File: src/hdl/retry_packet_header_parser_assert.svh
// ----------------------------------------------------------------------------
// retry packet header parser assertion macros
// Concurrent assertion wrappers, empty when synthesized.
// ----------------------------------------------------------------------------
`ifndef RETRY_PACKET_HEADER_PARSER_ASSERT_SVH
`define RETRY_PACKET_HEADER_PARSER_ASSERT_SVH

`ifndef SYNTHESIS
// property must hold on every clock edge outside reset
`define RPHP_ASSERT(name, clk, rst_n, prop, msg) \
    name: assert property (@(posedge clk) disable iff (!rst_n) prop) else $error(msg);
// condition must never be true outside reset
`define RPHP_NEVER(name, clk, rst_n, cond, msg) \
    name: assert property (@(posedge clk) disable iff (!rst_n) !(cond)) else $error(msg);
`else
`define RPHP_ASSERT(name, clk, rst_n, prop, msg)
`define RPHP_NEVER(name, clk, rst_n, cond, msg)
`endif

`endif

File: src/hdl/rphp_pkg.sv
// ----------------------------------------------------------------------------
// rphp_pkg
// Shared types and constants of the retry packet header parser.
// ----------------------------------------------------------------------------
package rphp_pkg;

    // label of one result word
    typedef enum logic [3:0] {
        KIND_FIRST    = 4'd0,
        KIND_VERSION  = 4'd1,
        KIND_DEST_LEN = 4'd2,
        KIND_DEST_ID  = 4'd3,
        KIND_SRC_LEN  = 4'd4,
        KIND_SRC_ID   = 4'd5,
        KIND_TOKEN    = 4'd6,
        KIND_TAG      = 4'd7,
        KIND_DISCARD  = 4'd8,
        KIND_STATUS   = 4'd9
    } t_kind;

    // packet status code
    typedef enum logic [2:0] {
        ST_OK          = 3'd0,
        ST_TOO_SHORT   = 3'd1,
        ST_NOT_LONG    = 3'd2,
        ST_NOT_RETRY   = 3'd3,
        ST_ID_TOO_LONG = 3'd4,
        ST_OVERSIZE    = 3'd5
    } t_status;

    // header error bit positions
    localparam int unsigned ERR_NOT_LONG    = 0;
    localparam int unsigned ERR_NOT_RETRY   = 1;
    localparam int unsigned ERR_ID_TOO_LONG = 2;
    localparam int unsigned ERR_W           = 3;

    // header format
    localparam logic [7:0]  LONG_HEADER_BIT  = 8'h80;
    localparam logic [1:0]  RETRY_TYPE       = 2'h3;
    localparam int unsigned MIN_HEADER_BYTES = 7;

    // input word held in the input register
    typedef struct packed {
        logic [7:0] data_byte;
        logic       last_byte;
    } t_in_word;

    // one result word
    typedef struct packed {
        t_kind       kind;
        logic [7:0]  out_byte;
        logic [31:0] version_word;
        logic [7:0]  dest_id_length;
        logic [7:0]  source_id_length;
        logic [11:0] token_length;
        t_status     status_code;
        logic        last_result;
    } t_result;

endpackage

File: src/hdl/rphp_in_reg.sv
// ----------------------------------------------------------------------------
// rphp_in_reg
// Input register stage; takes a new word when empty or when the held one is consumed.
// ----------------------------------------------------------------------------
module rphp_in_reg import rphp_pkg::*; (
    input  logic       i_clk,
    input  logic       i_rst_n,
    input  logic       i_valid,
    input  logic [7:0] i_data_byte,
    input  logic       i_last_byte,
    output logic       o_ready,
    output logic       o_word_valid,
    output t_in_word   o_word,
    input  logic       i_take
);

    logic     r_valid;
    t_in_word r_word;

    // free when empty or when the parser consumes the held word
    assign o_ready      = !r_valid || i_take;
    assign o_word_valid = r_valid;
    assign o_word       = r_word;

    // valid flag
    always_ff @(posedge i_clk) begin
        if (!i_rst_n) begin
            r_valid <= 1'b0;
        end else if (o_ready) begin
            r_valid <= i_valid;
        end
    end

    // payload
    always_ff @(posedge i_clk) begin
        if (o_ready && i_valid) begin
            r_word <= '{data_byte: i_data_byte, last_byte: i_last_byte};
        end
    end

endmodule

File: src/hdl/rphp_core.sv
// ----------------------------------------------------------------------------
// rphp_core
// Header capture, byte labelling, tag delay line and end-of-packet flush.
// ----------------------------------------------------------------------------
`include "retry_packet_header_parser_assert.svh"

module rphp_core import rphp_pkg::*; #(
    parameter int unsigned MAX_CID_BYTES    = 20,
    parameter int unsigned TAG_BYTES        = 16,
    parameter int unsigned MAX_PACKET_BYTES = 2048
) (
    input  logic     i_clk,
    input  logic     i_rst_n,
    input  logic     i_word_valid,
    input  t_in_word i_word,
    input  logic     i_slot_free,
    output logic     o_take,
    output logic     o_res_valid,
    output t_result  o_res
);

    // counter holds every position up to just past the size limit and the header
    localparam int unsigned CntW =
        ($clog2(MAX_PACKET_BYTES + 2) > 10) ? $clog2(MAX_PACKET_BYTES + 2) : 10;
    localparam int unsigned RemW = $clog2(TAG_BYTES + 1);
    localparam int unsigned IdxW = (TAG_BYTES > 1) ? $clog2(TAG_BYTES) : 1;

    localparam logic [CntW-1:0] CntMax        = '1;
    localparam logic [CntW-1:0] PktMax        = CntW'(MAX_PACKET_BYTES);
    localparam logic [CntW-1:0] TagLen        = CntW'(TAG_BYTES);
    localparam logic [CntW-1:0] MinLen        = CntW'(MIN_HEADER_BYTES);
    localparam logic [CntW-1:0] PosFirst      = CntW'(0);
    localparam logic [CntW-1:0] PosVersionEnd = CntW'(4);
    localparam logic [CntW-1:0] PosDestLen    = CntW'(5);
    localparam logic [RemW-1:0] TagRem        = RemW'(TAG_BYTES);
    localparam logic [7:0]      CidMax        = 8'(MAX_CID_BYTES);

    // delay line, newest at entry zero
    logic [7:0]      r_line_byte [TAG_BYTES];
    t_kind           r_line_kind [TAG_BYTES];

    logic [CntW-1:0] r_count;
    logic [31:0]     r_version;
    logic [7:0]      r_dest_len;
    logic [7:0]      r_src_len;
    logic [ERR_W-1:0] r_hdr_err;
    logic            r_oversize;
    logic            r_flush;
    logic [RemW-1:0] r_rem;

    logic [31:0]     n_version;
    logic [7:0]      n_dest_len;
    logic [7:0]      n_src_len;
    logic [ERR_W-1:0] n_hdr_err;
    logic            n_oversize;

    logic [7:0]      in_byte;
    logic            hdr_err;
    logic [CntW-1:0] dest_len_ext;
    logic [CntW-1:0] src_len_ext;
    logic [CntW-1:0] dest_end;
    logic [CntW-1:0] src_len_pos;
    logic [CntW-1:0] src_end;
    logic [CntW-1:0] new_len;
    logic [CntW-1:0] hdr_need;
    logic [CntW-1:0] full_need;
    logic [IdxW-1:0] rem_idx;
    logic            flush_step;
    t_kind           in_kind;
    t_status         stat_code;
    logic [11:0]     stat_token;

    assign in_byte      = i_word.data_byte;
    assign hdr_err      = |r_hdr_err;
    assign dest_len_ext = CntW'(r_dest_len);
    assign src_len_ext  = CntW'(r_src_len);
    assign dest_end     = PosDestLen + dest_len_ext;
    assign src_len_pos  = dest_end + CntW'(1);
    assign src_end      = src_len_pos + src_len_ext;
    assign new_len      = (r_count == CntMax) ? r_count : r_count + CntW'(1);
    assign rem_idx      = IdxW'(r_rem - RemW'(1));

    // handshake with the input register and the output register
    assign o_take     = i_word_valid && !r_flush && i_slot_free;
    assign flush_step = r_flush && i_slot_free;

    // label of the incoming byte, fixed once it is in the line
    always_comb begin
        if (r_count >= PktMax) begin
            in_kind = KIND_DISCARD;
        end else if (hdr_err) begin
            in_kind = KIND_DISCARD;
        end else if (r_count == PosFirst) begin
            in_kind = KIND_FIRST;
        end else if (r_count <= PosVersionEnd) begin
            in_kind = KIND_VERSION;
        end else if (r_count == PosDestLen) begin
            in_kind = KIND_DEST_LEN;
        end else if (r_count <= dest_end) begin
            in_kind = KIND_DEST_ID;
        end else if (r_count == src_len_pos) begin
            in_kind = KIND_SRC_LEN;
        end else if (r_count <= src_end) begin
            in_kind = KIND_SRC_ID;
        end else begin
            in_kind = KIND_TOKEN;
        end
    end

    // header field capture and error detection
    always_comb begin
        n_version  = r_version;
        n_dest_len = r_dest_len;
        n_src_len  = r_src_len;
        n_hdr_err  = r_hdr_err;
        n_oversize = r_oversize || (r_count >= PktMax);
        if (!hdr_err) begin
            if (r_count == PosFirst) begin
                if ((in_byte & LONG_HEADER_BIT) == 8'h00) begin
                    n_hdr_err[ERR_NOT_LONG] = 1'b1;
                end else if (in_byte[5:4] != RETRY_TYPE) begin
                    // packet type sits in bits five and four
                    n_hdr_err[ERR_NOT_RETRY] = 1'b1;
                end
            end else if (r_count <= PosVersionEnd) begin
                n_version = {r_version[23:0], in_byte};
            end else if (r_count == PosDestLen) begin
                n_dest_len = in_byte;
                if (in_byte > CidMax) begin
                    n_hdr_err[ERR_ID_TOO_LONG] = 1'b1;
                end
            end else if (r_count == src_len_pos) begin
                n_src_len = in_byte;
                if (in_byte > CidMax) begin
                    n_hdr_err[ERR_ID_TOO_LONG] = 1'b1;
                end
            end
        end
    end

    // status resolution from the held packet state
    assign hdr_need  = MinLen + dest_len_ext;
    assign full_need = hdr_need + src_len_ext + TagLen;

    always_comb begin
        stat_token = '0;
        if (r_count < MinLen) begin
            stat_code = ST_TOO_SHORT;
        end else if (r_hdr_err[ERR_NOT_LONG]) begin
            stat_code = ST_NOT_LONG;
        end else if (r_hdr_err[ERR_NOT_RETRY]) begin
            stat_code = ST_NOT_RETRY;
        end else if (r_hdr_err[ERR_ID_TOO_LONG]) begin
            stat_code = ST_ID_TOO_LONG;
        end else if (r_count < hdr_need) begin
            stat_code = ST_TOO_SHORT;
        end else if (r_count < full_need) begin
            stat_code = ST_TOO_SHORT;
        end else if (r_oversize) begin
            stat_code = ST_OVERSIZE;
        end else begin
            stat_code  = ST_OK;
            stat_token = 12'(r_count - full_need);
        end
    end

    // result word: flush tag or status, else the byte leaving the line
    always_comb begin
        o_res       = '0;
        o_res_valid = 1'b0;
        if (flush_step) begin
            o_res_valid = 1'b1;
            if (r_rem != '0) begin
                o_res.kind     = KIND_TAG;
                o_res.out_byte = r_line_byte[rem_idx];
            end else begin
                o_res.kind             = KIND_STATUS;
                o_res.version_word     = r_version;
                o_res.dest_id_length   = r_dest_len;
                o_res.source_id_length = r_src_len;
                o_res.token_length     = stat_token;
                o_res.status_code      = stat_code;
                o_res.last_result      = 1'b1;
            end
        end else if (o_take && (r_count >= TagLen)) begin
            o_res_valid    = 1'b1;
            o_res.kind     = r_line_kind[TAG_BYTES-1];
            o_res.out_byte = r_line_byte[TAG_BYTES-1];
        end
    end

    // packet state and flush sequencing
    always_ff @(posedge i_clk) begin
        if (!i_rst_n) begin
            r_count    <= '0;
            r_version  <= '0;
            r_dest_len <= '0;
            r_src_len  <= '0;
            r_hdr_err  <= '0;
            r_oversize <= 1'b0;
            r_flush    <= 1'b0;
            r_rem      <= '0;
        end else if (flush_step && (r_rem == '0)) begin
            // status delivered, back to the start of a packet
            r_count    <= '0;
            r_version  <= '0;
            r_dest_len <= '0;
            r_src_len  <= '0;
            r_hdr_err  <= '0;
            r_oversize <= 1'b0;
            r_flush    <= 1'b0;
            r_rem      <= '0;
        end else if (flush_step) begin
            r_rem <= r_rem - RemW'(1);
        end else if (o_take) begin
            r_count    <= new_len;
            r_version  <= n_version;
            r_dest_len <= n_dest_len;
            r_src_len  <= n_src_len;
            r_hdr_err  <= n_hdr_err;
            r_oversize <= n_oversize;
            if (i_word.last_byte) begin
                r_flush <= 1'b1;
                r_rem   <= (new_len >= TagLen) ? TagRem : RemW'(new_len);
            end
        end
    end

    // delay line shift
    always_ff @(posedge i_clk) begin
        if (o_take) begin
            r_line_byte[0] <= in_byte;
            r_line_kind[0] <= in_kind;
            for (int i = 1; i < TAG_BYTES; i++) begin
                r_line_byte[i] <= r_line_byte[i-1];
                r_line_kind[i] <= r_line_kind[i-1];
            end
        end
    end

    // checks
    `RPHP_ASSERT(a_last_starts_flush, i_clk, i_rst_n, (o_take && i_word.last_byte) |=> r_flush, "last byte did not start the flush")
    `RPHP_ASSERT(a_status_clears, i_clk, i_rst_n, (o_res_valid && (o_res.kind == KIND_STATUS)) |=> ((r_count == '0) && !r_flush), "state not cleared after status")
    `RPHP_NEVER(a_one_header_error, i_clk, i_rst_n, !$onehot0(r_hdr_err), "more than one header error recorded")
    `RPHP_ASSERT(a_flush_bound, i_clk, i_rst_n, r_flush |-> (r_rem <= TagRem), "flush count beyond tag length")

endmodule

File: src/hdl/rphp_out_reg.sv
// ----------------------------------------------------------------------------
// rphp_out_reg
// Result register; reloads in the same cycle the held word is taken.
// ----------------------------------------------------------------------------
module rphp_out_reg import rphp_pkg::*; (
    input  logic    i_clk,
    input  logic    i_rst_n,
    input  logic    i_res_valid,
    input  t_result i_res,
    input  logic    i_ready,
    output logic    o_slot_free,
    output logic    o_valid,
    output t_result o_res
);

    logic    r_valid;
    t_result r_res;

    assign o_slot_free = !r_valid || i_ready;
    assign o_valid     = r_valid;
    assign o_res       = r_res;

    // valid flag
    always_ff @(posedge i_clk) begin
        if (!i_rst_n) begin
            r_valid <= 1'b0;
        end else if (o_slot_free) begin
            r_valid <= i_res_valid;
        end
    end

    // payload
    always_ff @(posedge i_clk) begin
        if (o_slot_free && i_res_valid) begin
            r_res <= i_res;
        end
    end

endmodule

File: src/hdl/retry_packet_header_parser.sv
// ----------------------------------------------------------------------------
// retry_packet_header_parser
// Streaming labeller for long-header Retry packets, one byte per word.
// ----------------------------------------------------------------------------
// Input channel: i_in_valid / o_in_ready with i_data_byte and i_last_byte.
// Output channel: o_out_valid / i_out_ready, one labelled word per transfer.
// Each byte is delayed by TAG_BYTES words: once the line is full, every
// accepted byte pushes the oldest one out as a labelled word. After the last
// byte, the held bytes (up to TAG_BYTES) come out as tag words, oldest first,
// followed by one status word with o_last_result high.
// A byte is first held in the input register; the word it releases is
// loaded into the output register in the same cycle the parse stage takes it.
// Throughput: one byte per cycle while inside a packet and the receiver
// keeps up, set by the single parse stage. The end of a packet holds the
// input for the flush, which sends each held tag byte and then the status word.
// Reset clears all packet state; the first byte after reset starts a packet.
// A stalled receiver holds the output register, and the input register then
// fills and drops o_in_ready; no word is lost or repeated.
// ----------------------------------------------------------------------------
module retry_packet_header_parser import rphp_pkg::*; #(
    parameter int unsigned MAX_CID_BYTES    = 20,
    parameter int unsigned TAG_BYTES        = 16,
    parameter int unsigned MAX_PACKET_BYTES = 2048
) (
    input  logic        i_clk,
    input  logic        i_rst_n,
    input  logic        i_in_valid,
    output logic        o_in_ready,
    input  logic [7:0]  i_data_byte,
    input  logic        i_last_byte,
    output logic        o_out_valid,
    input  logic        i_out_ready,
    output logic [3:0]  o_kind,
    output logic [7:0]  o_out_byte,
    output logic [31:0] o_version_word,
    output logic [7:0]  o_dest_id_length,
    output logic [7:0]  o_source_id_length,
    output logic [11:0] o_token_length,
    output logic [2:0]  o_status_code,
    output logic        o_last_result
);

    logic     word_valid;
    t_in_word word;
    logic     take;
    logic     slot_free;
    logic     res_valid;
    t_result  res;
    t_result  out_res;

    // input register
    rphp_in_reg u_in_reg (
        .i_clk        (i_clk),
        .i_rst_n      (i_rst_n),
        .i_valid      (i_in_valid),
        .i_data_byte  (i_data_byte),
        .i_last_byte  (i_last_byte),
        .o_ready      (o_in_ready),
        .o_word_valid (word_valid),
        .o_word       (word),
        .i_take       (take)
    );

    // parse stage
    rphp_core #(
        .MAX_CID_BYTES    (MAX_CID_BYTES),
        .TAG_BYTES        (TAG_BYTES),
        .MAX_PACKET_BYTES (MAX_PACKET_BYTES)
    ) u_core (
        .i_clk        (i_clk),
        .i_rst_n      (i_rst_n),
        .i_word_valid (word_valid),
        .i_word       (word),
        .i_slot_free  (slot_free),
        .o_take       (take),
        .o_res_valid  (res_valid),
        .o_res        (res)
    );

    // result register
    rphp_out_reg u_out_reg (
        .i_clk       (i_clk),
        .i_rst_n     (i_rst_n),
        .i_res_valid (res_valid),
        .i_res       (res),
        .i_ready     (i_out_ready),
        .o_slot_free (slot_free),
        .o_valid     (o_out_valid),
        .o_res       (out_res)
    );

    // result fields
    assign o_kind             = out_res.kind;
    assign o_out_byte         = out_res.out_byte;
    assign o_version_word     = out_res.version_word;
    assign o_dest_id_length   = out_res.dest_id_length;
    assign o_source_id_length = out_res.source_id_length;
    assign o_token_length     = out_res.token_length;
    assign o_status_code      = out_res.status_code;
    assign o_last_result      = out_res.last_result;

endmodule

File: config.mk
export PLATFORM = sky130hd
export DESIGN_NAME = retry_packet_header_parser
export DESIGN_NICKNAME = d
export VERILOG_FILES = /design/src/hdl/rphp_pkg.sv /design/src/hdl/rphp_in_reg.sv /design/src/hdl/rphp_core.sv /design/src/hdl/rphp_out_reg.sv /design/src/hdl/retry_packet_header_parser.sv
export VERILOG_INCLUDE_DIRS = /design/src /design/src/hdl
export SDC_FILE = /design/constraint.sdc
export NUM_CORES = 1
export LEC_CHECK = 0
export BUFFER_PORTS_ARGS = -buffer_cell sky130_fd_sc_hd__buf_2
export CAP_MARGIN = 20
export CORE_MARGIN = 2
export CORE_UTILIZATION = 50
export DETAILED_ROUTE_END_ITERATION = 10
export PLACE_DENSITY = 0.7
export SLEW_MARGIN = 10
export SYNTH_ARGS = -nofsm -noshare
export SYNTH_HDL_FRONTEND = slang
export SYNTH_SLANG_ARGS = --single-unit
File: constraint.sdc
create_clock -name i_clk -period 9.2 [get_ports i_clk]
set_clock_uncertainty 0.2 [all_clocks]
set_input_delay 2.76 -clock i_clk [delete_from_list [all_inputs] [get_ports i_clk]]
set_output_delay 2.76 -clock i_clk [all_outputs]
set_load 0.02 [all_outputs]
; Yosys cells after proc, flatten, opt, wreduce, memory -nomap -nowiden
; Memory sizes are Yosys's and may differ from the RTL's.
; Index checks and enable logic that the tools add are counted.
[totals]
input_bits = 13
mem_count = 2
ff_bits = 157
mem_bits_rw = 192
out_inout_bits = 78
[memory_table]
columns = name, depth, word_bits, rd, rd_clocked_by_memory_dff, write_ports, line_no
row1 = u_core.r_line_byte, 16, 8, 17, 0, 16, rphp_core.sv:39  ; logic [7:0] r_line_byte [TAG_BYTES];
row2 = u_core.r_line_kind, 16, 4, 16, 0, 16, rphp_core.sv:40  ; t_kind r_line_kind [TAG_BYTES];
[op_classes]
addsub = 9
bitwise = 7
n_mux = 32
eq_ne = 4
n_lt_le_gt_ge = 10
n_reduce_logical = 35
[ops]
columns = op, count
row1 = $mux 12, 3
row2 = $mux 4, 8
row3 = $add 12x1->12 const B, 2
row4 = $ge 12x5->1 const B, 2
row5 = $le 12x12->1, 2
row6 = $lt 12x12->1, 2
row7 = $mux 5, 4
row8 = $add 3x8->9 const A, 2
row9 = $reduce_and 6->1, 3
row10 = $add 12x5->12 const B, 1
row11 = $add 12x8->12, 1
row12 = $eq 12x12->1, 1
row13 = $eq 12x12->1 const B, 1
row14 = $eq 12x3->1 const B, 1
row15 = $ge 12x12->1 const B, 1
row16 = $le 12x3->1 const B, 1
row17 = $logic_not 12->1, 1
row18 = $lt 12x3->1 const B, 1
row19 = $mux 3, 4
row20 = $sub 12x12->12, 1
row21 = $add 9x8->10, 1
row22 = $reduce_and 5->1, 2
row23 = $mux 1, 9
row24 = $reduce_or 9->1, 1
row25 = 19 further kinds, 42

; Depth between registers and ports, before layout
; Gate-level depths: netlist (run 1).
[logic_depth]
ltp_word = 12
depth_mapped = 24

; Cells and area by module
; From an unflattened synthesis (run 1), not the netlist that was laid out.
[hier_totals]
cells_unflattened = 1198
hier_area_um2 = 15660.0
[modules_own_cells]
columns = module, n_inst, area_each_um2, cells_per_inst
row1 = rphp_core, 1, 12992.5, 1103
row2 = rphp_out_reg, 1, 2339.7, 81
row3 = rphp_in_reg, 1, 327.8, 14

; Least setup slack after synthesis (run 1)
; Ideal clock, no wire load.
[synth_timing]
path_kind = input -> register
from = input port i_out_ready
to = register u_core.r_version[10]
setup_ns = 0.132
n_path_buf = 2
path_stages = 9
setup_slack_ns = 0.108
arrival_time_ns = 8.760
cell_sequence = nand2b_1 > nand3_1 > clkinv_1 > and2_1 > and3_1 > clkbuf_1 > clkbuf_1 > nand2_1 > a21oi_1
[synth_via]
elab_cells_between_ends = 7
[synth_lines]
columns = item, line_no
row1 = "start, declared", retry_packet_header_parser.sv:32  ; input logic i_out_ready,
row2 = $logic_or 1x1->1, rphp_out_reg.sv:19  ; assign o_slot_free = !r_valid || i_ready;
row3 = $logic_and 1x1->1, rphp_core.sv:84  ; assign o_take = i_word_valid && !r_flush && i_slot_free;
row4 = net take, retry_packet_header_parser.sv:45  ; logic take;
row5 = $reduce_and 5->1 (no line), -
row6 = "end signal, assigned", rphp_core.sv:217  ; r_version <= n_version;
row7 = "end, declared", rphp_core.sv:43  ; logic [31:0] r_version;
; The timed path passes the listed nets, and every way through them passes these cells.
; A chain may end at the register's enable or synchronous reset.

; Worst setup path in the final report (run 1)
[layout_timing]
from = input port i_out_ready
to = output port o_in_ready
[layout_via]
elab_chain_len = 3
[layout_rtl]
columns = item, line_no
row1 = $logic_or 1x1->1, rphp_out_reg.sv:19
row2 = $logic_and 1x1->1, rphp_core.sv:84
row3 = $logic_or 1x1->1, rphp_in_reg.sv:21  ; assign o_ready = !r_valid || i_take;
row4 = "end, declared", retry_packet_header_parser.sv:28  ; output logic o_in_ready,
; Every way passes these cells.

==> results by group, run 1 <==
Setup path
  • Critical path cell sequence: buf_2 -> nand2b_1 -> nand3_1 -> nand2_1 -> buf_2
  • Critical path class: in2out
  • Worst EP arrival: between 3000 and 4000 ps
  • Top cell by count, worst path: buf_2
  • Crit path launch type: input port
  • CP Max Fanout: 9
  • Critical Path RT: approximately 6200 ps
  • Critical path's largest stage delay: 380 ps
  • CP max-delay cell: nand3_1
  • Worst Setup End Kind: output port

Final layout
  • Final cell count without fillers: between 1500 and 2000
  • Area delta synth->final: 13.4%
  • Total Nets Final: about 1400
  • Utilization after layout: 0.578
  • Design Area, Final: approximately 0.018 mm2
  • Layout cell share with drive strength beyond 1: 0.160

Global routing
  • Vias in the first global route: between 9000 and 10000
  • Gr ovfl total: 0
  • First-pass GRT wire length: roughly 52000 um
  • Largest net degree at the start of global routing: 92
  • All-Layer GR Usage: 0.197
  • Initial antenna violation count: 1

Die
  • Full die area: 0.0327 mm2
  • Initial core utilization: 0.510
  • Die H: 181 um
  • Ports: 91
  • Die width: approximately 180 um
  • Row count: 64
  • Core ar.: a little over 0.03 mm2

Timing
  • RSZ-0062 raised after global routing: no
  • Hold slack: 212 ps
  • Setup TNS: 0 ps
  • Worst-Margin Slew: about 1100 ps
  • Crit path time final: a little under 7000 ps
  • Max_slew headroom: 0.275
  • Fin crit share: 0.736
  • Hold Fails Final Rpt: 0
  • Max Slew Vio Count: 0
  • Setup violators final: 0
  • Fmax: around 150 MHz

Synth
  • Synth top cells by count: edfxtp_1 (277), nand2_1 (126), dfxtp_1 (72), nor2_1 (69), a21oi_1 (68)
  • Synthesized flop and latch total: approximately 350
  • Yosys top cell area share: 0.532
  • Syn avg cell area: between 10 and 15 um2
  • Synth async-reset ratio: 0
  • Mapped Cells: roughly 1200
  • Top post-synthesis cells by area: edfxtp_1 (53%), dfxtp_1 (9.2%), ha_1 (5.1%), mux4_2 (4.6%), nand2_1 (3.0%)
  • Sequential area share after synthesis: 0.624
  • Count leader, synth: edfxtp_1
  • Unique masters post-synth: 76
  • Area leader, netlist: edfxtp_1
  • EDFF count, synth: 277
  • Post-Syn Area: about 0.016 mm2
  • Main synth FF type: edfxtp_1
  • Syn. warnings: 0

CTS
  • Num CTS Buffers: 37
  • CTS max path bufs: 3
  • Clock sink total: between 300 and 400
  • Count of hold-fix buffers inserted at cts: 0
  • Postcts setup bufs: 0
  • Worst skew pair latency: between 500 and 600 ps
  • CTS tree: built
  • Clk slew on worst S/H paths: 60 ps
  • Post-CTS Resized: 0
  • H-tree levels: 2
  • Root buf cell: clkbuf_16

Placed design
  • Placed Cells: between 1500 and 2000
  • PortBufs: 90
  • Post-DP HPWL: between 20000 and 25000 um
  • Dpl cell area: 0.0165 mm2
  • GPL Wtd Cong: between 0.8 and 0.9

Power
  • VDD IR-drop max: roughly 0.12 mV
  • Leak: approximately 0.0065 uW
  • Pwr/cell area: a little over 200 mW/mm2

Detailed routing
  • Max Used Layer: met4
  • Routed length on met1: between 10000 and 15000 um
  • Detail Route Antenna Nets: 0
  • Met3 WL: roughly 1700 um
  • Initial DRT Pass Iterations: 5
  • Met2 wire length: about 15000 um
  • Drt drc: 0
  • Vias: about 9600
  • DRT iter0 DRCs: around 780
  • Wire per inst: 19.0 um
  • Post-Route WL: 32300 um
  • Via/cell ratio: around 5.6

Hold path
  • HP Class: reg2reg

Run status
  • Outcome: complete, no violations

Job
  • Max_cap viols: 0
==> worst max-delay path: cells and delay by family <==
family	cells	cell delay, ps
buffers and inverters	2	280
and+or+nand+nor	3	770
==> worst paths after layout <==
| kind | start | end | slack, ps | cells after the start |
|---|---|---|---|---|
| worst max register to register | u_core.r_dest_len[0] | u_out_reg.o_res[7] | 3510 | 18 |
| worst min register to register | u_core.r_line_kind[0][10] | u_core.r_line_kind[0][14] | 210 | 0 |
| worst min-delay path | u_core.r_line_kind[0][10] | u_core.r_line_kind[0][14] | 210 | 0 |
| worst max-delay path | i_out_ready | o_in_ready | 2430 | 5 |
==> logic make-up (layout without fill, tap and decap cells) <==
kind of cell,Yosys count,in the layout,synth area share
buf+inv,97,212,0.0244
fa+ha+maj,67,67,0.0551
compound gates,190,190,0.0804
xor+xnor,59,59,0.0381
other cells,1,3,0.000240
mux,54,54,0.0604
flops,349,349,0.624
simple gates,371,371,0.117
==> registers in the layout, summed over array words and instances (netlist names), 3 cells and up <==
signal	cells
u_in_reg.o_word	9
u_out_reg.o_res	76
u_core.r_count	12
u_core.r_line_kind	64
u_core.r_dest_len	8
u_core.r_hdr_err	3
u_core.r_version	32
u_core.r_src_len	8
u_core.r_rem	5
u_core.r_line_byte	128
==> area by class of cell <==
cell class	count	area [um2]
fill	2453	12900
timing repair buffer	105	596
antenna	1	2.50
clock buffer	53	1010
sequential	349	9760
multi-input combinational	743	5520
tap	396	495
clock inverter	14	186
inverter	40	155
==> placed cells by master, fill, tap and decap left out, types with 24 or more instances in the layout <==
master,Yosys,final
a21oi_1,68,68
and2_1,50,50
buf_2,8,90
clkbuf_16,0,38
dfxtp_1,72,71
edfxtp_1,277,277
ha_1,64,64
inv_1,38,38
mux4_2,32,32
nand2_1,126,125
nand3_1,24,24
nor2_1,69,68
nor3_1,28,28
o21ai_0,25,25
xnor2_1,30,29
==> metrics by stage <==
| step | power, uW | setup WS, ps |
|---|---|---|
| global placement | 2190 | 2410 |
| finish | 3640 | 2430 |
| detailed placement | 2200 | 2410 |
| CTS | 3670 | 2410 |
| floorplan | 2100 | 108 |
| global route | 3770 | 2370 |
==> per-layer routing <==
layer	global-route usage	vias up
met3	0.0337	50
met1	0.271	4720
met2	0.322	272
met4	0.0571	0
met5	0	-
li1	-	4566
==> where the power goes <==
| part | internal, uW | switching [uW] |
|---|---|---|
| registers | 1800 | 40.0 |
| clock network | 879 | 592 |
| logic | 117 | 207 |
| total | 2800 | 839 |
No activity file was read; power rests on OpenSTA's default activity.
==> run 2: changes to the inputs <==
==> constraint.sdc (replaced) <==
create_clock -name i_clk -period 5.78 [get_ports i_clk]
set_clock_uncertainty 0.2 [all_clocks]
set_input_delay 1.734 -clock i_clk [delete_from_list [all_inputs] [get_ports i_clk]]
set_output_delay 1.734 -clock i_clk [all_outputs]
set_load 0.02 [all_outputs]
==> run 2 against run 1 <==
Wire length rose by 0.29%. Flip-flop and latch count unchanged. Largest power group unchanged. Largest cell class unchanged. Utilization is essentially flat. Via count is 0.65% higher. Combinational power increased by 62%. Total power up 58%.
==> results by group, run 2 (same netlist as run 1, synthesis figures left out) <==
Run status
  • Outcome: complete, no violations

Detailed routing
  • Initial DRT Pass Iterations: 5 (unchanged)
  • Wire per inst: 19.0 um (about the same)
  • Drt drc: 0 (unchanged)
  • Via/cell ratio: 5.66 (+0.29%)
  • Post-Route WL: 32400 um (+0.29%)
  • Detail Route Antenna Nets: 0 (unchanged)
  • DRT iter0 DRCs: 841 (+8.5%)
  • Vias: 9670 (+0.65%)

Timing
  • Hold Fails Final Rpt: 0 (unchanged)
  • Worst-Margin Slew: 992 ps (-95.9 ps)
  • Setup TNS: 0 ps (unchanged)
  • Fmax: just under 200 MHz
  • RSZ-0062 raised after global routing: no
  • Max_slew headroom: 0.339 (+0.0639)
  • Setup violators final: 0 (unchanged)
  • Fin crit share: 0.898
  • Crit path time final: just over 5000 ps
  • Max Slew Vio Count: 0 (unchanged)

CTS
  • Postcts setup bufs: 0 (unchanged)
  • CTS max path bufs: 3 (unchanged)
  • H-tree levels: 2 (unchanged)
  • Clk slew on worst S/H paths: 60 ps (about the same)
  • Worst skew pair latency: 530 ps (about the same)
  • Root buf cell: clkbuf_16
  • Clock sink total: 349 (unchanged)
  • CTS tree: built
  • Num CTS Buffers: 36 (-2.7%)

Final layout
  • Area delta synth->final: 13.5% (about the same)
  • Utilization after layout: 0.578 (about the same)
  • Layout cell share with drive strength beyond 1: 0.164 (+0.00397)
  • Leading cell type in the layout, fill and taps excluded: edfxtp_1
  • Largest register FFs: 128 (unchanged)
  • Total Nets Final: 1361 (+0.37%)
  • Commonest non-fill, non-tap cells in the layout: edfxtp_1 (277), nand2_1 (125), buf_2 (90), dfxtp_1 (70)
  • Top reg by flops: u_core.r_line_byte
  • Final cell count without fillers: 1707 (+0.35%)

Setup path
  • Critical path's largest stage delay: 480 ps (+100 ps)
  • Critical Path RT: 5950 ps (-290 ps)
  • RR Startpoint: u_core.r_dest_len[0]
  • Worst R2R Setup Slack: 590 ps (-2920 ps)
  • R2r worst-path depth: 18 (unchanged)
  • CP max-delay cell: dfxtp_2
  • Worst Setup End Kind: flop
  • Worst EP arrival: 5360 ps (+1550 ps)
  • Worst reg2reg endpoint: u_out_reg.o_res[7]
  • Crit path launch type: flop
  • CP Max Fanout: 15 (+6)
  • Critical path endpoint: u_out_reg.o_res[7]
  • Critical Path Start: u_core.r_dest_len[0]
  • Critical path cell sequence: inv_1 -> ha_1 -> inv_1 -> fa_1 -> a21o_1 -> a21oi_1 -> nor2b_1 -> o21a_1 -> o41ai_1 -> xor2_1 -> xor2_1 -> ha_1 -> nand3_1 -> o31ai_1 -> nor3_1 -> nor3b_1 -> nand3_2 -> nor3b_1
  • Critical path class: reg2reg

Hold path
  • HP Start: u_core.r_line_kind[0][2]
  • Hold Crit Depth: 0 (unchanged)
  • HP Class: reg2reg

Global routing
  • Met1 usage: 0.279 (+0.00811)
  • Initial antenna violation count: 2 (+1)
  • GR peak layer: met2
  • First-pass GRT wire length: 51700 um (+0.32%)
  • Gr ovfl total: 0 (unchanged)
  • Largest net degree at the start of global routing: 199 (+120%)
  • Met2 usage: 0.314 (-0.00852)
  • Vias in the first global route: 9418 (-0.92%)
  • Grt met3 use: 0.0270 (-0.00665)
  • All-Layer GR Usage: 0.198 (+0.000839)

Power
  • Seq pwr share: 0.511 (+0.004)
  • Clock group share of total power: 0.398 (-0.006)
  • VDD IR-drop max: 0.203 mV (+67%)
  • Switching Share: 0.235 (+0.00487)
  • Psw: 1350 uW (+61%)
  • Leak: 0.00648 uW (+0.15%)
  • Logic pwr share: 0.091 (+0.002)
  • Pwr/cell area: 324 mW/mm2 (+58%)
  • P_int: 4400 uW (+57%)

Placed design
  • PortBufs: 90 (unchanged)
  • Post-DP HPWL: 21000 um (+1.7%)
  • Placed Cells: 1639 (+0.55%)
  • GPL Wtd Cong: 0.926 (+5.7%)

Die
  • Die width: 181 um (unchanged)
  • Die H: 181 um (unchanged)
  • Full die area: 0.0327 mm2 (unchanged)
  • Row count: 64 (unchanged)
  • Core ar.: 0.0307 mm2 (unchanged)
  • Ports: 91 (unchanged)
  • Initial core utilization: 0.510 (unchanged)

Job
  • Max_cap viols: 0 (unchanged)
==> run 2: cell types whose count changed in the layout (fill, tap and decap cells not counted), moves of 2 or more <==
cell | before | now
buf_4 | 12 | 19
clkbuf_16 | 38 | 36
clkbuf_8 | 0 | 2
clkinv_2 | 6 | 3
clkinv_1 | 1 | 4
inv_6 | 1 | 3
clkbuf_1 | 15 | 13
==> run 2: area by class of cell <==
class                      count  area (um2)
antenna                        2        5.00
clock buffer                  51         977
clock inverter                15         181
fill                        2478       12900
inverter                      40         155
multi-input combinational    743        5530
sequential                   349        9760
tap                          396         495
timing repair buffer         111         633
==> run 2: metal layers <==
| layer | part of all wire | vias to the layer above |
|---|---|---|
| li1 | - | 4569 |
| met4 | 0.033 | 0 |
| met3 | 0.048 | 70 |
| met2 | 0.46 | 273 |
| met1 | 0.46 | 4758 |
| met5 | 0 | - |
==> run 2: worst min-delay path by stage <==
stage                                end  slack (ps)
6_report        u_core.r_line_kind[0][6]         200
5_1_grt         u_core.r_line_kind[0][6]         220
4_1_cts         u_core.r_line_kind[0][6]         210
3_5_place_dp   u_core.r_line_kind[1][13]         200
3_3_place_gp    u_core.r_line_kind[1][1]         200
2_1_floorplan  u_core.r_line_kind[0][10]         200
==> run 2: stage by stage <==
stage / hold slack, ps / total power (uW) / setup slack, ps / cell area, um2
CTS: 209 / 5810 / 329 / 17700
finish: 204 / 5750 / 588 / 17700
detailed placement: 205 / 3520 / 376 / 16600
global placement: 200 / 3500 / 549 / 16600
global route: 219 / 5950 / 62.5 / 17700
floorplan: 200 / 3340 / 106 / 15600
==> run 2: worst max-delay path: cells and delay by family, from the launching register on <==
kind / cells / cell delay (ps)
and+or+nand+nor: 6 / 1160
xor gates and xnor gates: 2 / 360
buffers and inverters: 2 / 300
AOI/OAI and AO/OA: 5 / 1270
adders and majority gates: 3 / 1260
DFF: 1 / 480
==> run 2: power groups by stage <==
stage / clock network (uW) / registers [uW] / logic, uW
floorplan: 0 / 3000 / 341
global placement: 0 / 2980 / 521
detailed placement: 0 / 2990 / 530
CTS: 2340 / 2940 / 532
global route: 2430 / 2950 / 573
finish: 2290 / 2940 / 524
==> run 2: what timing repair did <==
action,4_1_cts,5_1_grt
setup endpoints to repair,0,12
hold buffers,0,0
hold endpoints to repair,0,0
resized for setup,0,2
==> run 3: changes to the inputs <==
--- a/config.mk
+++ b/config.mk
@@ -6,12 +6,13 @@
 export SDC_FILE = /design/constraint.sdc
 export NUM_CORES = 1
 export LEC_CHECK = 0
+export ABC_CLOCK_PERIOD_IN_PS = 5500
 export BUFFER_PORTS_ARGS = -buffer_cell sky130_fd_sc_hd__buf_2
 export CAP_MARGIN = 20
 export CORE_MARGIN = 2
 export CORE_UTILIZATION = 50
 export DETAILED_ROUTE_END_ITERATION = 10
-export PLACE_DENSITY = 0.7
+export PLACE_DENSITY = 0.67
 export SLEW_MARGIN = 10
 export SYNTH_ARGS = -nofsm -noshare
 export SYNTH_HDL_FRONTEND = slang
==> constraint.sdc (replaced) <==
create_clock -name i_clk -period 5.5 [get_ports i_clk]
set_clock_uncertainty 0.2 [all_clocks]
set_input_delay 1.65 -clock i_clk [delete_from_list [all_inputs] [get_ports i_clk]]
set_output_delay 1.65 -clock i_clk [all_outputs]
set_load 0.02 [all_outputs]
==> run 3 against run 2 <==
Critical path depth did not move. Worst setup slack worse by 130 ps. Sequential share of layout area hardly changed. Sequential power grew 5%. Via count shrank 1.9%. Wire length decreased by 0.32%. Fmax rose by 2.9%.
==> results by group, run 3 (same netlist as run 1, synthesis figures left out) <==
Timing
  • Hold Fails Final Rpt: 0 (unchanged)
  • Setup violators final: 0 (unchanged)
  • Max_slew headroom: 0.385 (+0.0466)
  • Crit path time final: 5050 ps (-146 ps)
  • RSZ-0062 raised after global routing: no
  • Fmax: 198 MHz (+2.9%)
  • Max Slew Vio Count: 0 (unchanged)
  • Setup TNS: 0 ps (unchanged)
  • Worst-Margin Slew: 918 ps (-74.5 ps)
  • Fin crit share: 0.918 (+0.0193)

Detailed routing
  • Post-Route WL: 32300 um (-0.32%)
  • Detail Route Antenna Nets: 0 (unchanged)
  • Vias: 9482 (-1.9%)
  • Initial DRT Pass Iterations: 5 (unchanged)
  • Wire per inst: 18.9 um (-0.32%)
  • DRT iter0 DRCs: 684 (-19%)
  • Drt drc: 0 (unchanged)
  • Via/cell ratio: 5.55 (-1.9%)

Final layout
  • Total Nets Final: 1362 (+0.073%)
  • Top reg by flops: u_core.r_line_byte
  • Commonest non-fill, non-tap cells in the layout: edfxtp_1 (277), nand2_1 (125), buf_2 (90), dfxtp_1 (70)
  • Sequential standard cell area: 0.00976 mm2 (unchanged)
  • Layout cell share with drive strength beyond 1: 0.168 (+0.00369)
  • Footprint of the multi-input gates: 0.00553 mm2 (about the same)
  • Leading cell type in the layout, fill and taps excluded: edfxtp_1
  • Utilization after layout: 0.578 (about the same)
  • Final cell count without fillers: 1707 (unchanged)
  • # fillers: 2496 (+0.73%)
  • Area delta synth->final: 13.4% (about the same)
  • Largest register FFs: 128 (unchanged)

CTS
  • CTS max path bufs: 3 (unchanged)
  • CTS tree: built
  • Clk slew on worst S/H paths: 60 ps (about the same)
  • H-tree levels: 2 (unchanged)
  • Num CTS Buffers: 37 (+2.8%)
  • Count of hold-fix buffers inserted at cts: 0 (unchanged)
  • Clock sink total: 349 (unchanged)
  • Post-CTS Resized: 0 (unchanged)
  • Worst skew pair latency: 530 ps (about the same)
  • Postcts setup bufs: 0 (unchanged)
  • Root buf cell: clkbuf_16

Setup path
  • Worst EP arrival: 5210 ps (-150 ps)
  • WP buf/inv: 2 (unchanged)
  • Crit path launch type: flop
  • CP Max Fanout: 12 (-3)
  • Cell family with most CP delay: compound AO/OA/AOI/OAI gates
  • Critical Path RT: 5660 ps (-290 ps)
  • CP max-delay cell: dfxtp_2
  • Critical path's largest stage delay: 430 ps (-50 ps)
  • Worst Setup End Kind: flop
  • Critical path class: reg2reg
  • Critical path cell sequence: inv_1 -> ha_1 -> inv_1 -> fa_1 -> a21o_1 -> a21oi_1 -> nor2b_1 -> o21a_1 -> o41ai_1 -> xor2_1 -> xor2_1 -> ha_1 -> nand3_1 -> o31ai_2 -> nor3_1 -> nor3b_1 -> nand3_2 -> nor3b_1

Global routing
  • First-pass GRT wire length: 52200 um (+0.98%)
  • Vias in the first global route: 9487 (+0.73%)
  • Gr ovfl total: 0 (unchanged)
  • Initial antenna violation count: 2 (unchanged)
  • All-Layer GR Usage: 0.199 (+0.00186)
  • Largest net degree at the start of global routing: 126 (-37%)

Run status
  • Outcome: complete, no violations

Die
  • Initial core utilization: 0.510 (unchanged)
  • Die width: 181 um (unchanged)
  • Row count: 64 (unchanged)
  • Ports: 91 (unchanged)
  • Full die area: 0.0327 mm2 (unchanged)
  • Die H: 181 um (unchanged)
  • Core ar.: 0.0307 mm2 (unchanged)

Job
  • Max_cap viols: 0 (unchanged)

Power
  • Pwr/cell area: 336 mW/mm2 (+3.7%)
  • Leak: 0.00649 uW (about the same)
  • VDD IR-drop max: 0.218 mV (+7.3%)

Placed design
  • Placed Cells: 1639 (unchanged)
  • GPL Wtd Cong: 0.870 (-6.1%)
  • Post-DP HPWL: 21000 um (about the same)
  • PortBufs: 90 (unchanged)

Hold path
  • HP Class: reg2reg
run 3: layout make-up:
cell class,count,area share
timing repair buffer,111,0.0361
inverter,40,0.00875
sequential,349,0.551
clock buffer,47,0.0555
clock inverter,20,0.00882
multi-input combinational,743,0.312
antenna,1,0.000141
tap,396,0.0280
run 3: metal layers:
layer,vias up,share of wire,track usage
met2,201,0.47,0.322
met1,4652,0.46,0.281
li1,4573,-,-
met4,0,0.024,0.0574
met5,-,0,0
met3,56,0.040,0.0318
run 3: power breakdown:
part | switching (uW) | internal (uW)
registers | 68.1 | 3020
logic | 346 | 199
clock network | 998 | 1330
run 3: per-stage QoR:
step / power (uW) / area [um2] / hold WS [ps] / setup slack [ps]
floorplan: 3500 / 15600 / 200 / 728
global placement: 3670 / 16600 / 200 / 476
detailed placement: 3690 / 16600 / 205 / 245
CTS: 6030 / 17700 / 220 / 193
global route: 6200 / 17700 / 226 / 15.8
finish: 5960 / 17700 / 217 / 453
run 3: final timing paths:
path                              end                     start  cells past startpoint  slack (ps)
max reg2reg        u_out_reg.o_res[7]      u_core.r_dest_len[1]                     18         450
min          u_core.r_line_kind[0][6]  u_core.r_line_kind[0][2]                      0         220
max                u_out_reg.o_res[7]      u_core.r_dest_len[1]                     18         450
min reg2reg  u_core.r_line_kind[0][6]  u_core.r_line_kind[0][2]                      0         220
run 3: worst register-to-register path: stages (launching register included):
cell and delay, ps:
dfxtp_2 430, inv_1 100, ha_1 430, inv_1 140, fa_1 440, a21o_1 190, a21oi_1 260, nor2b_1 80
o21a_1 190, o41ai_1 370, xor2_1 260, xor2_1 110, ha_1 370, nand3_1 110, o31ai_2 250, nor3_1 100
nor3b_1 330, nand3_2 280, nor3b_1 260
